### config.mk
export PLATFORM = sky130hd
export DESIGN_NAME = remote_debug_packet_deframer
export DESIGN_NICKNAME = d
export VERILOG_FILES = /design/src/sv/rdpd_pkg.sv /design/src/sv/rdpd_core.sv /design/src/sv/rdpd_obuf.sv /design/src/sv/remote_debug_packet_deframer.sv
export SDC_FILE = /design/constraint.sdc
export NUM_CORES = 1
export LEC_CHECK = 0
export BUFFER_PORTS_ARGS = -buffer_cell sky130_fd_sc_hd__buf_2
export CAP_MARGIN = 40
export CORE_ASPECT_RATIO = 1.2
export CORE_UTILIZATION = 64
export DETAILED_ROUTE_END_ITERATION = 8
export PLACE_DENSITY = 0.86
export SYNTH_ARGS = -nofsm -noshare
export SYNTH_HDL_FRONTEND = slang
export SYNTH_HIERARCHICAL = 1
export SYNTH_SLANG_ARGS = --single-unit
### constraint.sdc
create_clock -name clk -period 9.6 [get_ports clk]
set_clock_uncertainty 0.1 [all_clocks]
set_input_delay 0.48 -clock clk [delete_from_list [all_inputs] [get_ports clk]]
set_output_delay 0.48 -clock clk [all_outputs]
set_load 0.005 [all_outputs]
### src/sv/rdpd_pkg.sv
package rdpd_pkg;

  localparam int MAX_PAYLOAD_DEF = 2048;

  localparam int LEN_W  = 12;
  localparam int DATA_W = 7;
  localparam int KIND_W = 2;

  localparam logic [6:0] CH_START = 7'h24;
  localparam logic [6:0] CH_END   = 7'h23;
  localparam logic [6:0] CH_ACK   = 7'h2B;
  localparam logic [6:0] CH_NAK   = 7'h2D;

  typedef enum logic [KIND_W-1:0] {
    KIND_CHAR   = 2'd0,
    KIND_ACCEPT = 2'd1,
    KIND_REJECT = 2'd2
  } kind_t;

  typedef struct packed {
    kind_t              kind;
    logic [DATA_W-1:0]  data;
    logic [LEN_W-1:0]   length;
    logic               overflow;
  } result_t;

endpackage

### src/sv/rdpd_core.sv
module rdpd_core #(
  parameter int MAX_PAYLOAD = rdpd_pkg::MAX_PAYLOAD_DEF
) (
  input  logic              clk,
  input  logic              rst,
  input  logic              in_accept,
  input  logic [7:0]        in_byte,
  output logic              res_valid,
  output rdpd_pkg::result_t res
);
  import rdpd_pkg::*;

  localparam int CW = $clog2(MAX_PAYLOAD + 1);
  localparam logic [CW-1:0] MAX_CNT = CW'(MAX_PAYLOAD);

  typedef enum logic [1:0] {
    PH_HUNT = 2'd0,
    PH_BODY = 2'd1,
    PH_DIG1 = 2'd2,
    PH_DIG2 = 2'd3
  } phase_t;

  phase_t        phase, phase_next;
  logic [7:0]    running_sum, running_sum_next;
  logic [3:0]    high_digit, high_digit_next;
  logic [CW-1:0] char_count, char_count_next;
  logic          overflowed, overflowed_next;

  logic [6:0] c;
  logic [3:0] hex;
  logic       ok;

  assign c = in_byte[6:0];

  always_comb begin
    if (c >= 7'h30 && c <= 7'h39) begin
      hex = 4'(c - 7'h30);
    end else if (c >= 7'h61 && c <= 7'h66) begin
      hex = 4'(c - 7'h57);
    end else begin
      hex = 4'd0;
    end
  end

  assign ok = ({high_digit, hex} == running_sum);

  always_comb begin
    phase_next       = phase;
    running_sum_next = running_sum;
    high_digit_next  = high_digit;
    char_count_next  = char_count;
    overflowed_next  = overflowed;
    res_valid        = 1'b0;
    res.kind         = KIND_CHAR;
    res.data         = c;
    res.length       = LEN_W'(char_count);
    res.overflow     = 1'b0;
    unique case (phase)
      PH_HUNT: begin
        if (c == CH_START) begin
          running_sum_next = 8'd0;
          char_count_next  = '0;
          overflowed_next  = 1'b0;
          phase_next       = PH_BODY;
        end
      end
      PH_BODY: begin
        if (c == CH_END) begin
          phase_next = PH_DIG1;
        end else begin
          running_sum_next = running_sum + {1'b0, c};
          if (char_count >= MAX_CNT) begin
            char_count_next = MAX_CNT;
            overflowed_next = 1'b1;
          end else begin
            char_count_next = char_count + 1'b1;
            res_valid       = 1'b1;
            res.length      = LEN_W'(char_count_next);
          end
        end
      end
      PH_DIG1: begin
        high_digit_next = hex;
        phase_next      = PH_DIG2;
      end
      PH_DIG2: begin
        res_valid    = 1'b1;
        res.kind     = ok ? KIND_ACCEPT : KIND_REJECT;
        res.data     = ok ? CH_ACK : CH_NAK;
        res.overflow = overflowed;
        phase_next   = PH_HUNT;
      end
      default: begin
        phase_next = PH_HUNT;
      end
    endcase
  end

  always_ff @(posedge clk) begin
    if (rst) begin
      phase       <= PH_HUNT;
      running_sum <= 8'd0;
      high_digit  <= 4'd0;
      char_count  <= '0;
      overflowed  <= 1'b0;
    end else if (in_accept) begin
      phase       <= phase_next;
      running_sum <= running_sum_next;
      high_digit  <= high_digit_next;
      char_count  <= char_count_next;
      overflowed  <= overflowed_next;
    end
  end

endmodule

### src/sv/rdpd_obuf.sv
module rdpd_obuf (
  input  logic              clk,
  input  logic              rst,
  input  logic              push,
  input  rdpd_pkg::result_t push_res,
  output logic              ready,
  output logic              out_valid,
  input  logic              out_ready,
  output rdpd_pkg::result_t out_res
);
  import rdpd_pkg::*;

  logic    main_valid, skid_valid;
  result_t main_res, skid_res;
  logic    pop;

  assign pop       = main_valid && out_ready;
  assign ready     = !skid_valid;
  assign out_valid = main_valid;
  assign out_res   = main_res;

  always_ff @(posedge clk) begin
    if (rst) begin
      main_valid <= 1'b0;
      skid_valid <= 1'b0;
    end else if (push) begin
      if (!main_valid || pop) begin
        main_valid <= 1'b1;
        main_res   <= push_res;
      end else begin
        skid_valid <= 1'b1;
        skid_res   <= push_res;
      end
    end else if (pop) begin
      if (skid_valid) begin
        main_res   <= skid_res;
        skid_valid <= 1'b0;
      end else begin
        main_valid <= 1'b0;
      end
    end
  end

endmodule

### src/sv/remote_debug_packet_deframer.sv
// channel  dir  tdata                                      tuser
// s_axis   in   [7:0] rx_byte                              -
// m_axis   out  [6:0] data [18:7] length [19] overflow     [1:0] kind
//
// One word per cycle while s_axis_tready is high, set by the single phase state update per received byte.
// Reset is synchronous; it returns the deframer to hunting and empties the
// two-entry output buffer. s_axis_tready drops only while both output entries
// are held by a stalled m_axis.
module remote_debug_packet_deframer #(
  parameter int MAX_PAYLOAD = rdpd_pkg::MAX_PAYLOAD_DEF
) (
  input  logic        clk,
  input  logic        rst,
  input  logic        s_axis_tvalid,
  output logic        s_axis_tready,
  input  logic [7:0]  s_axis_tdata,   // rx_byte
  output logic        m_axis_tvalid,
  input  logic        m_axis_tready,
  output logic [23:0] m_axis_tdata,   // data, length, overflow, zero fill
  output logic [1:0]  m_axis_tuser    // kind
);
  import rdpd_pkg::*;

  logic    accept;
  logic    res_valid;
  result_t res, out_res;

  assign accept = s_axis_tvalid && s_axis_tready;

  rdpd_core #(
    .MAX_PAYLOAD(MAX_PAYLOAD)
  ) u_core (
    .clk      (clk),
    .rst      (rst),
    .in_accept(accept),
    .in_byte  (s_axis_tdata),
    .res_valid(res_valid),
    .res      (res)
  );

  rdpd_obuf u_obuf (
    .clk      (clk),
    .rst      (rst),
    .push     (accept && res_valid),
    .push_res (res),
    .ready    (s_axis_tready),
    .out_valid(m_axis_tvalid),
    .out_ready(m_axis_tready),
    .out_res  (out_res)
  );

  assign m_axis_tdata = {4'd0, out_res.overflow, out_res.length, out_res.data};
  assign m_axis_tuser = out_res.kind;

endmodule
======== After elaboration in Yosys (flattened, before gate mapping) ========
Cells that the tools add are included.
storage, ports and cells
  register bits after elaboration ......... 73
  logic and storage cells ................. 96
  output and inout bits ................... 28
operators by class
  bitwise operators ....................... 2
  reductions and logical operators ........ 20
  magnitude comparators ................... 5
  add/subtract/negate cells ............... 4
  equal/unequal tests ..................... 13
  mux-type cells .......................... 37
operators by type and width
  kind                                                                                 count
  22-bit two-way mux                                                                   4
  12-bit two-way mux                                                                   6
  12-bit case mux with 2 select lines                                                  1
  8-bit two-way mux                                                                    2
  8-bit case mux with 2 select lines                                                   1
  7-bit by 6-bit equality test with 1-bit output, second input constant                2
  1-bit two-way mux                                                                    13
  12-bit by 1-bit adder with 12-bit output, second input constant                      1
  12-bit greater-or-equal comparator, second input constant                            1
  9-bit two-way mux                                                                    1
  3-bit AND reduction                                                                  3
  8-bit by 7-bit adder with 8-bit output                                               1
  8-bit equality test                                                                  1
  4-bit two-way mux                                                                    2
  2-bit by 1-bit != test with 1-bit output, second input constant                      4
  2-bit case mux with 4 select lines                                                   1
  4-bit AND reduction                                                                  2
  7-bit by 6-bit greater-or-equal comparator with 1-bit output, second input constant  1
  7-bit greater-or-equal comparator, second input constant                             1
  7-bit by 6-bit less-or-equal comparator with 1-bit output, second input constant     1
  7-bit less-or-equal comparator, second input constant                                1
  2-bit two-way mux                                                                    3
  2-bit != test, second input constant                                                 3
  2-bit nonzero test                                                                   3
  other kinds (13)                                                                     22

======== Logic depth before layout (Yosys ltp) ========
Gate-level depths: netlist of the first run.
  depth in word-level cells ............... 9
  gate-level depth with buffers ........... 11

======== By module ========
Netlist of the first run, hierarchy kept.
by module, submodules not included
  module                        times used  cells each  area an instance (um2)
  rdpd_core                     1           261         2178.3
  rdpd_obuf                     1           83          1776.7
  remote_debug_packet_deframer  1           7           46.3

======== Least setup slack after synthesis of the first run ========
Ideal clock, no wire load.
  path kind ............................... input to register
  start ................................... input port s_axis_tdata[0]
  end ..................................... register u_obuf.main_res (netlist bit u_obuf/out_res[0]) (enable)
  cell stages on the path ................. 10
  arrival ................................. 3584 ps
  library setup time ...................... 429 ps
  path slack .............................. 5488 ps
  cell sequence ........................... ha_1 nor2b_1 a211oi_1 clkbuf_1 or2_2 and3_1 buf_6 buf_8 a21oi_1 nor3_1
between the ends
  word-level cells in the longest chain between the ends .. 6
  elaborated cells on any way between the ends .. 8
  those cells by class .................... 2 x eq/ne; 2 x mux; 4 x reduce/logical
RTL lines
  element                                                               RTL line                            RTL
  from (decl)                                                           remote_debug_packet_deframer.sv:16  input logic [7:0] s_axis_tdata,
  7-bit by 6-bit equality test with 1-bit output *                      rdpd_core.sv:68                     if (c == CH_END) begin
  1-bit two-way mux *                                                   rdpd_core.sv:68
  1-bit case mux with 2 select lines *                                  rdpd_core.sv:58                     unique case (phase)
  net res_valid                                                         remote_debug_packet_deframer.sv:25  logic res_valid;
  1-bit logical AND *                                                   remote_debug_packet_deframer.sv:44  .push (accept && res_valid),
  2-bit != test (no line) / 2-bit nonzero test (equally long branches)  --
  4-bit AND reduction (no line) *                                       --
  to (signal assigned)                                                  rdpd_obuf.sv:29                     main_res <= push_res;
  to (signal assigned)                                                  rdpd_obuf.sv:36                     main_res <= skid_res;
  to (decl)                                                             rdpd_obuf.sv:14                     result_t main_res, skid_res;
The timed path passes the listed nets; every way through them passes the cells marked *.
A chain may end at the register's enable or synchronous reset.

======== Worst setup path after layout of the first run ========
  start ................................... input port s_axis_tdata[0]
  end ..................................... register u_obuf/skid_res[0] in the netlist's numbering (enable)
between the ends
  word-level cells in the longest chain between the ends .. 5
RTL lines
  element                                         RTL line                            RTL
  7-bit by 6-bit equality test with 1-bit output  rdpd_core.sv:68
  1-bit two-way mux                               rdpd_core.sv:68
  1-bit case mux with 2 select lines              rdpd_core.sv:58
  net res_valid                                   remote_debug_packet_deframer.sv:25
  1-bit logical AND                               remote_debug_packet_deframer.sv:44
  3-bit AND reduction (no line)                   --
  to (signal assigned)                            rdpd_obuf.sv:32                     skid_res <= push_res;
  to (decl)                                       rdpd_obuf.sv:14
The timed path passes the listed nets, and every way through them passes these cells.

==> results of run 1 <==
routing by layer:
metal | track usage, % | vias to the layer above | share of wire [%]
met5 | 0 | - | 0
met4 | 11.0 | 0 | 1.4
met3 | 6.38 | 11 | 3.9
met2 | 39.0 | 87 | 50
met1 | 31.3 | 1258 | 45
li1 | - | 1348 | -
synth_stat cells (3+ instances only):
cell type,count
a211oi_1,4
a21o_1,3
a21oi_1,13
a22oi_1,7
a31oi_1,3
and2_1,4
and3_1,4
buf_2,4
buf_4,4
clkbuf_1,4
dfxtp_1,29
edfxtp_1,44
ha_1,17
inv_1,13
mux2_2,6
mux2_4,16
nand2_1,18
nand2b_1,3
nand3_1,14
nand4_1,6
nor2_1,27
nor2b_1,6
nor3_1,11
o21a_1,3
o21ai_0,10
or2_2,4
xnor2_1,17
xor2_1,10
report_power, final:
| part | switching [W] | internal [W] |
|---|---|---|
| Sequential | 0.000000129 | 0.000329 |
| Combinational | 0.0000174 | 0.0000107 |
| Clock | 0.000113 | 0.000121 |
cell type report:
| class | instances | area, sq um | share of cell area (%) |
|---|---|---|---|
| Clock inverter | 6 | 67.6 | 1.54 |
| Clock buffer | 10 | 128 | 2.91 |
| Multi-Input combinational cell | 252 | 1950 | 44.5 |
| Timing Repair Buffer | 37 | 190 | 4.33 |
| Tap cell | 82 | 103 | 2.34 |
| Inverter | 13 | 48.8 | 1.11 |
| Sequential cell | 73 | 1900 | 43.3 |
how the worst max path moves through the flow:
stage / to / start / depth (start not counted) / slack [ns]
2_1_floorplan: u_obuf/out_res[0]$_DFFE_PP_ / s_axis_tdata[0] / 10 / 5.49
3_3_place_gp: u_obuf/skid_res[11]$_DFFE_PP_ / s_axis_tdata[1] / 8 / 5.50
3_5_place_dp: u_obuf/skid_res[9]$_DFFE_PP_ / s_axis_tdata[0] / 8 / 6.02
4_1_cts: u_obuf/skid_res[17]$_DFFE_PP_ / s_axis_tdata[0] / 8 / 6.38
5_1_grt: u_obuf/skid_res[3]$_DFFE_PP_ / u_core/phase[1]$_SDFFE_PP0P_ / 8 / 6.11
6_report: u_obuf/skid_res[0]$_DFFE_PP_ / s_axis_tdata[0] / 8 / 6.35
sequential cells by signal, summed over array words and instances (netlist names):
name / count
u_core/overflowed: 1
u_obuf/out_valid: 1
u_core/phase: 2
u_obuf/out_res: 22
u_core/char_count: 12
u_core/high_digit: 4
u_core/running_sum: 8
u_obuf/skid_valid: 1
u_obuf/skid_res: 22
per-stage QoR:
stage                     instance area [sq um]  total power (W)  setup WS, ns  std cells  utilization [%]
after floorplan                            4010         0.000356          5.49        354                -
after global placement                     4190         0.000363          5.50        456             69.3
after detailed placement                   4200         0.000364          6.02        457             69.3
after CTS                                  4390         0.000595          6.38        473             72.6
after global routing                       4390         0.000611          6.11        473             72.6
final                                      4390         0.000591          6.35        473             72.6
cells by family after synthesis:
logic type / count (synthesis) / share of synthesized area [%]
simple gates: 114 / 15.7
flops: 73 / 47.5
compound gates: 65 / 12.5
buf+inv: 29 / 4.10
xor+xnor: 28 / 6.32
mux: 23 / 7.94
fa+ha+maj: 18 / 5.82
other cells: 1 / 0.0937
worst max-delay path: cells and delay by family:
kind / cells / cell delay (ns)
compound gates: 1 / 0.50
simple gates: 4 / 1.35
buf+inv: 2 / 0.53
fa+ha+maj: 1 / 0.25
==> results.md, run 1 <==
- Final hold slack: ~0.37 ns
- Clk root buf: clkbuf_8
- Clock latency on the worst-skew pair: 0.35 ns
- Synth Cell Area: 0.00400 sq mm
- Crit-path max cell delay: 0.81 ns
- # fillers: between 400 and 500
- Peak VDD IR: just under 80 uV
- Power per cell area: 135 mW/mm^2
- Ys Warns: 6
- Top_reg_cell synth: edfxtp_1
- Placer Congestion: 0.891
- Cell accounting for the most synthesized area: edfxtp_1
- Hold/Removal Path Class: in2reg
- Initial Util: 66.1%
- Largest net degree at the start of global routing: 27
- Nature of the critical path startpoint: input pin
- #FFs+latches synth: 73
- FF-to-FF path depth: 8
- Commonest non-fill, non-tap cell in the layout: edfxtp_1
- Critical Path Fanout Max: 26
- Clk slew on worst S/H paths: about 0.070 ns
- Via count: 2704
- Die Height: 88.6 um
- Number of global-route vias before repair: 2532
- Post-Syn Instances: 351
- CP Capture Type: flip-flop
- Dominant cells by area after synthesis: edfxtp_1 (33%), dfxtp_1 (15%), mux2_4 (6.0%)
- DR WL/cell: approximately 15 um
- Worst R2R Setup Slack: 6.36 ns
- Die span in x: 74.2 um
- Crit-path cells: buf_2 > ha_1 > nor2b_1 > a211oi_1 > or2_2 > and3_1 > buf_4 > and3b_1
- CTS resizes: 0
- Total negative slack: 0 ns
- Hold depth: 4
- Post-DP HPWL: 5.13 mm
- Async set-or-reset flop fraction in the synthesized netlist: 0%
- All-Layer GR Usage: 24.5%
- Port bufs: 34
- Post-DRT Antenna Nets: 0
- CP max stage cell: and3b_1
- Rel. slew slack: between 40% and 50%
- Reg-to-reg critical path endpoint: u_obuf/skid_res[0]$_DFFE_PP_
- Clock buffer depth: 2
- Hold Violations, Final: 0
- Clock sinks: 73
- Hold path endpoint: u_obuf/skid_valid$_SDFFE_PP0P_
- Max Fclk: between 300 and 400 MHz
- Post-synthesis sequential area ratio: 47.5%
- Area fraction of the dominant cell type after synthesis: 33.0%
- WL final: 7.12 mm
- Nets@finish: 416
- Die footprint: 0.00657 sq mm
- Critical path class: in2reg
- Share of layout cells above drive strength 1: 24.3%
- Setup violators final: 0
- Hold_buf cts: 0
- Leakage: between 1.5 and 2 nW
- Vias per cell: 5.72
- Commonest cells after routing, fill and taps aside: edfxtp_1 (44), buf_2 (35), dfxtp_1 (29)
- FF-to-FF Start: u_core/phase[1]$_SDFFE_PP0P_
- # DRC: 0
- First-pass GRT wire length: 11.9 mm
- # IOs: 40
- Total gr overflow: 0
- Worst EP arrival: approximately 3.1 ns
- Max cap viols: 0
- Syn Area/Cell: 11.4 sq um
- TritonCTS buffer count: 9
- Unrepaired setup endpoints after global routing: no
- Initial DRC count: ~150
- Rows: 31
- Hold path startpoint: m_axis_tready
- Yosys cell types: 70
- Tcrit/Tclk final: 33.8%
- Antenna diode count: 0
- Final Critical Period: 3.25 ns
- Status: finished, final reports clean
- Core Area: approximately 0.0061 sq mm
- Post-CTS Setup Bufs: 0
- Initial DRT Pass Iterations: 4
- Worst Tran Pin Value: roughly 0.89 ns
- Worst EP required: approximately 9.5 ns
- Fin. max-slew vios: 0
- Initial antenna violation count: 0
- Layout area overhead: 9.72%
- H-tree lvl count: 3
- Post-synth EDFFs: 44
- CTS tree: built
(Power assumes the default switching activity.)
==> inputs of run 2 (changes only) <==
- ABC_AREA: default -> 1
- CORE_UTILIZATION: 64 -> 59
- PLACE_DENSITY: 0.86 -> 0.81
- clock period: 9.6 -> 3.2 ns (I/O delays scaled with it)
==> run 2 against run 1 <==
Effect of this change: setup slack got worse by 5.9 ns; wire length rose by 8.3%; register-to-register slack worse by 5.9 ns; clock power grew to 4.0 times the previous value; final cell count is 30% higher; sequential cell count is the same; highest routed layer unchanged.
==> results.md, run 2 <==
- Clock buffer depth: 2 (unchanged)
- Worst EP required: 3.12 ns (-6.35 ns)
- Clk slew on worst S/H paths: 0.07 ns (about the same)
- Nature of the critical path startpoint: flip-flop
- Post-synth EDFFs: 44 (unchanged)
- Part of the power in the clock network: 43.8% (+4.2 points)
- Total negative slack: 0 ns (unchanged)
- Dominant cells by area after synthesis: edfxtp_1 (33%), nand2_1 (15%), dfxtp_1 (14%)
- Post-CTS Setup Bufs: 0 (unchanged)
- Share of layout cells above drive strength 1: 15.4% (-8.9 points)
- Critical Path Fanout Max: 22 (-15%)
- Port bufs: 34 (unchanged)
- Status: finished, final reports clean
- GR peak layer: met2
- Initial DRC count: 217 (+48%)
- Synth top cells by count: nand2_1 (160), inv_1 (51), edfxtp_1 (44)
- CP max stage cell: dfxtp_1
- #FFs+latches synth: 73 (unchanged)
- Max cap viols: 0 (unchanged)
- Rows: 32 (+3.2%)
- Top_reg_cell synth: edfxtp_1
- Cell accounting for the most synthesized area: edfxtp_1
- Die span in x: 77.6 um (+4.7%)
- H-tree lvl count: 3 (unchanged)
- Ys Warns: 6 (unchanged)
- Hold Violations, Final: 0 (unchanged)
- # IOs: 40 (unchanged)
- # DRC: 0 (unchanged)
- Switching part of the total: 22.2% (+0.050 points)
- Die Height: 92.8 um (+4.7%)
- All-Layer GR Usage: 24.3% (-0.24 points)
- Tcrit/Tclk final: 85.0%
- Post-Syn Instances: 491 (+40%)
- Setup violators final: 0 (unchanged)
- Switching pwr: 0.000479 W (+270%)
- CTS tree: built
- First-pass GRT wire length: 13.8 mm (+15%)
- CP Capture Type: flip-flop
- Worst EP arrival: 2.64 ns (-0.48 ns)
- Crit-path max cell delay: 0.33 ns (-0.48 ns)
- Max Fclk: 367 MHz
- Async set-or-reset flop fraction in the synthesized netlist: 0% (unchanged)
- Largest net degree at the start of global routing: 24 (-11%)
- Initial Util: 62.1% (-4.1 points)
- Peak VDD IR: 313 uV (+300%)
- Nets@finish: 557 (+34%)
- Total gr overflow: 0 (unchanged)
- Clock latency on the worst-skew pair: 0.34 ns (about the same)
- Yosys cell types: 39 (-44%)
- Post-synthesis sequential area ratio: 47.0% (-0.57 points)
- Initial DRT Pass Iterations: 5 (+1)
- Initial antenna violation count: 0 (unchanged)
- Area fraction of the dominant cell type after synthesis: 32.6% (-0.40 points)
- Final Critical Period: about 2.7 ns
- Post-DP HPWL: 5.77 mm (+12%)
- Count leader, synth: nand2_1
- Vias per cell: 5.26 (-8.0%)
- Via count: 3246 (+20%)
- Power per cell area: 480 mW/mm^2 (+260%)
- Met1 usage: 27.8% (-3.5 points)
- Unrepaired setup endpoints after global routing: no
- Leakage: 2.01 nW (+23%)
- Clk root buf: clkbuf_8
- M3 GR Usage: 3.74% (-2.6 points)
- Antenna diode count: 0 (unchanged)
- CTS resizes: 0 (unchanged)
- Synth Cell Area: 0.00405 sq mm (+1.2%)
- Die footprint: 0.00720 sq mm (+9.6%)
- Sequential power share: 47.0% (-8.7 points)
- DR WL/cell: 12.5 um (-17%)
- CP dominant cell by count: inv_1
- Placer Congestion: 0.844 (-5.4%)
- Fin. max-slew vios: 0 (unchanged)
- Layout area overhead: 11.2%
- WL final: 7.72 mm (+8.3%)
- Clock sinks: 73 (unchanged)
- Int Power: 0.00168 W (+260%)
- Global routing usage on met2: 43.7% (+4.6 points)
- Number of global-route vias before repair: 3122 (+23%)
- Fin util: 69.0% (-3.6 points)
- Post-DRT Antenna Nets: 0 (unchanged)
- Comb power frac: 9.1% (+4.4 points)
- Syn Area/Cell: 8.25 sq um (-28%)
- Commonest cells after routing, fill and taps aside: nand2_1 (160), inv_1 (51), edfxtp_1 (44)
- TritonCTS buffer count: 9 (unchanged)
- Hold/Removal Path Class: in2reg
- Critical path class: reg2reg
- Core Area: 0.00653 sq mm (+7.9%)
- Crit-path cells: inv_1 > ha_1 > inv_2 > nor2_1 > inv_1 > nor2_4 > inv_2 > nand2_1 > inv_1 > nor2_2 > nor2_1 > nor3_2 > buf_4
- Commonest non-fill, non-tap cell in the layout: nand2_1
- Hold_buf cts: 0 (unchanged)
run 2: cell types whose count changed after synthesis, sizes merged, moves of 12 or more:
cell	change
nand3	+19
a21oi	+14
xnor2	-15
nand2	+143
inv	+46
nor2	+20
o21ai	+12
mux2	-22
run 2: area by class of cell:
class                      count  area [sq um]
timing repair buffer          37           193
sequential                    73          1900
fill                         521          2020
inverter                      59           226
multi-input combinational    347          1810
clock buffer                  11           141
tap                           85           106
clock inverter                 5           128
run 2: final timing paths:
kind                                                startpoint                             end  slack, ns  depth (start not counted)
worst max-delay path              u_core/phase[1]$_SDFFE_PP0P_     u_obuf/out_res[6]$_DFFE_PP_       0.48                         13
worst max register to register    u_core/phase[1]$_SDFFE_PP0P_     u_obuf/out_res[6]$_DFFE_PP_       0.48                         13
worst min register to register  u_core/overflowed$_SDFFE_PP0P_  u_core/overflowed$_SDFFE_PP0P_       0.39                          2
worst min-delay path                             m_axis_tready   u_obuf/out_valid$_SDFFE_PP0P_       0.07                          4
run 2: power groups by stage:
| stage | registers (W) | clock network, W | logic, W |
|---|---|---|---|
| after floorplan | 0.00103 | 0 | 0.000162 |
| after global placement | 0.00104 | 0 | 0.000186 |
| after detailed placement | 0.00104 | 0 | 0.000193 |
| after CTS | 0.00101 | 0.000961 | 0.000196 |
| after global routing | 0.00102 | 0.00100 | 0.000222 |
| final | 0.00102 | 0.000947 | 0.000197 |
run 2: metrics by stage:
stage | std cells | total power [W] | area [sq um] | worst slack, ns | hold slack (ns)
final | 617 | 0.00216 | 4500 | 0.479 | 0.0731
after global routing | 617 | 0.00224 | 4500 | 0.229 | 0.0912
after CTS | 617 | 0.00217 | 4500 | 0.471 | 0.0441
after detailed placement | 601 | 0.00123 | 4230 | 0.491 | 0.371
after global placement | 601 | 0.00122 | 4230 | 0.572 | 0.358
after floorplan | 494 | 0.00119 | 4060 | 0.176 | 0.229
run 2: layer usage:
metal / up-vias / part of all wire (%)
met1: 1489 / 42
met2: 96 / 52
met3: 15 / 4.3
met4: 0 / 1.6
met5: - / 0
li1: 1646 / -
run 2: worst max-delay path, delay by kind of cell, from the launching register on:
| family | cells | cell delay, ns |
|---|---|---|
| flops | 1 | 0.33 |
| buf+inv | 6 | 0.74 |
| simple gates | 6 | 0.97 |
| fa+ha+maj | 1 | 0.23 |
run 2: logic make-up (layout without fill, tap and decap cells):
group / count (synthesis) / after routing / share of synthesized area (%)
AOI/OAI and AO/OA: 52 / 52 / 7.14
xor gates and xnor gates: 15 / 15 / 3.24
adders and majority gates: 18 / 18 / 5.75
buffers and inverters: 74 / 112 / 8.74
DFF: 73 / 73 / 47.0
other: 1 / 4 / 0.0926
and+or+nand+nor: 258 / 258 / 28.1
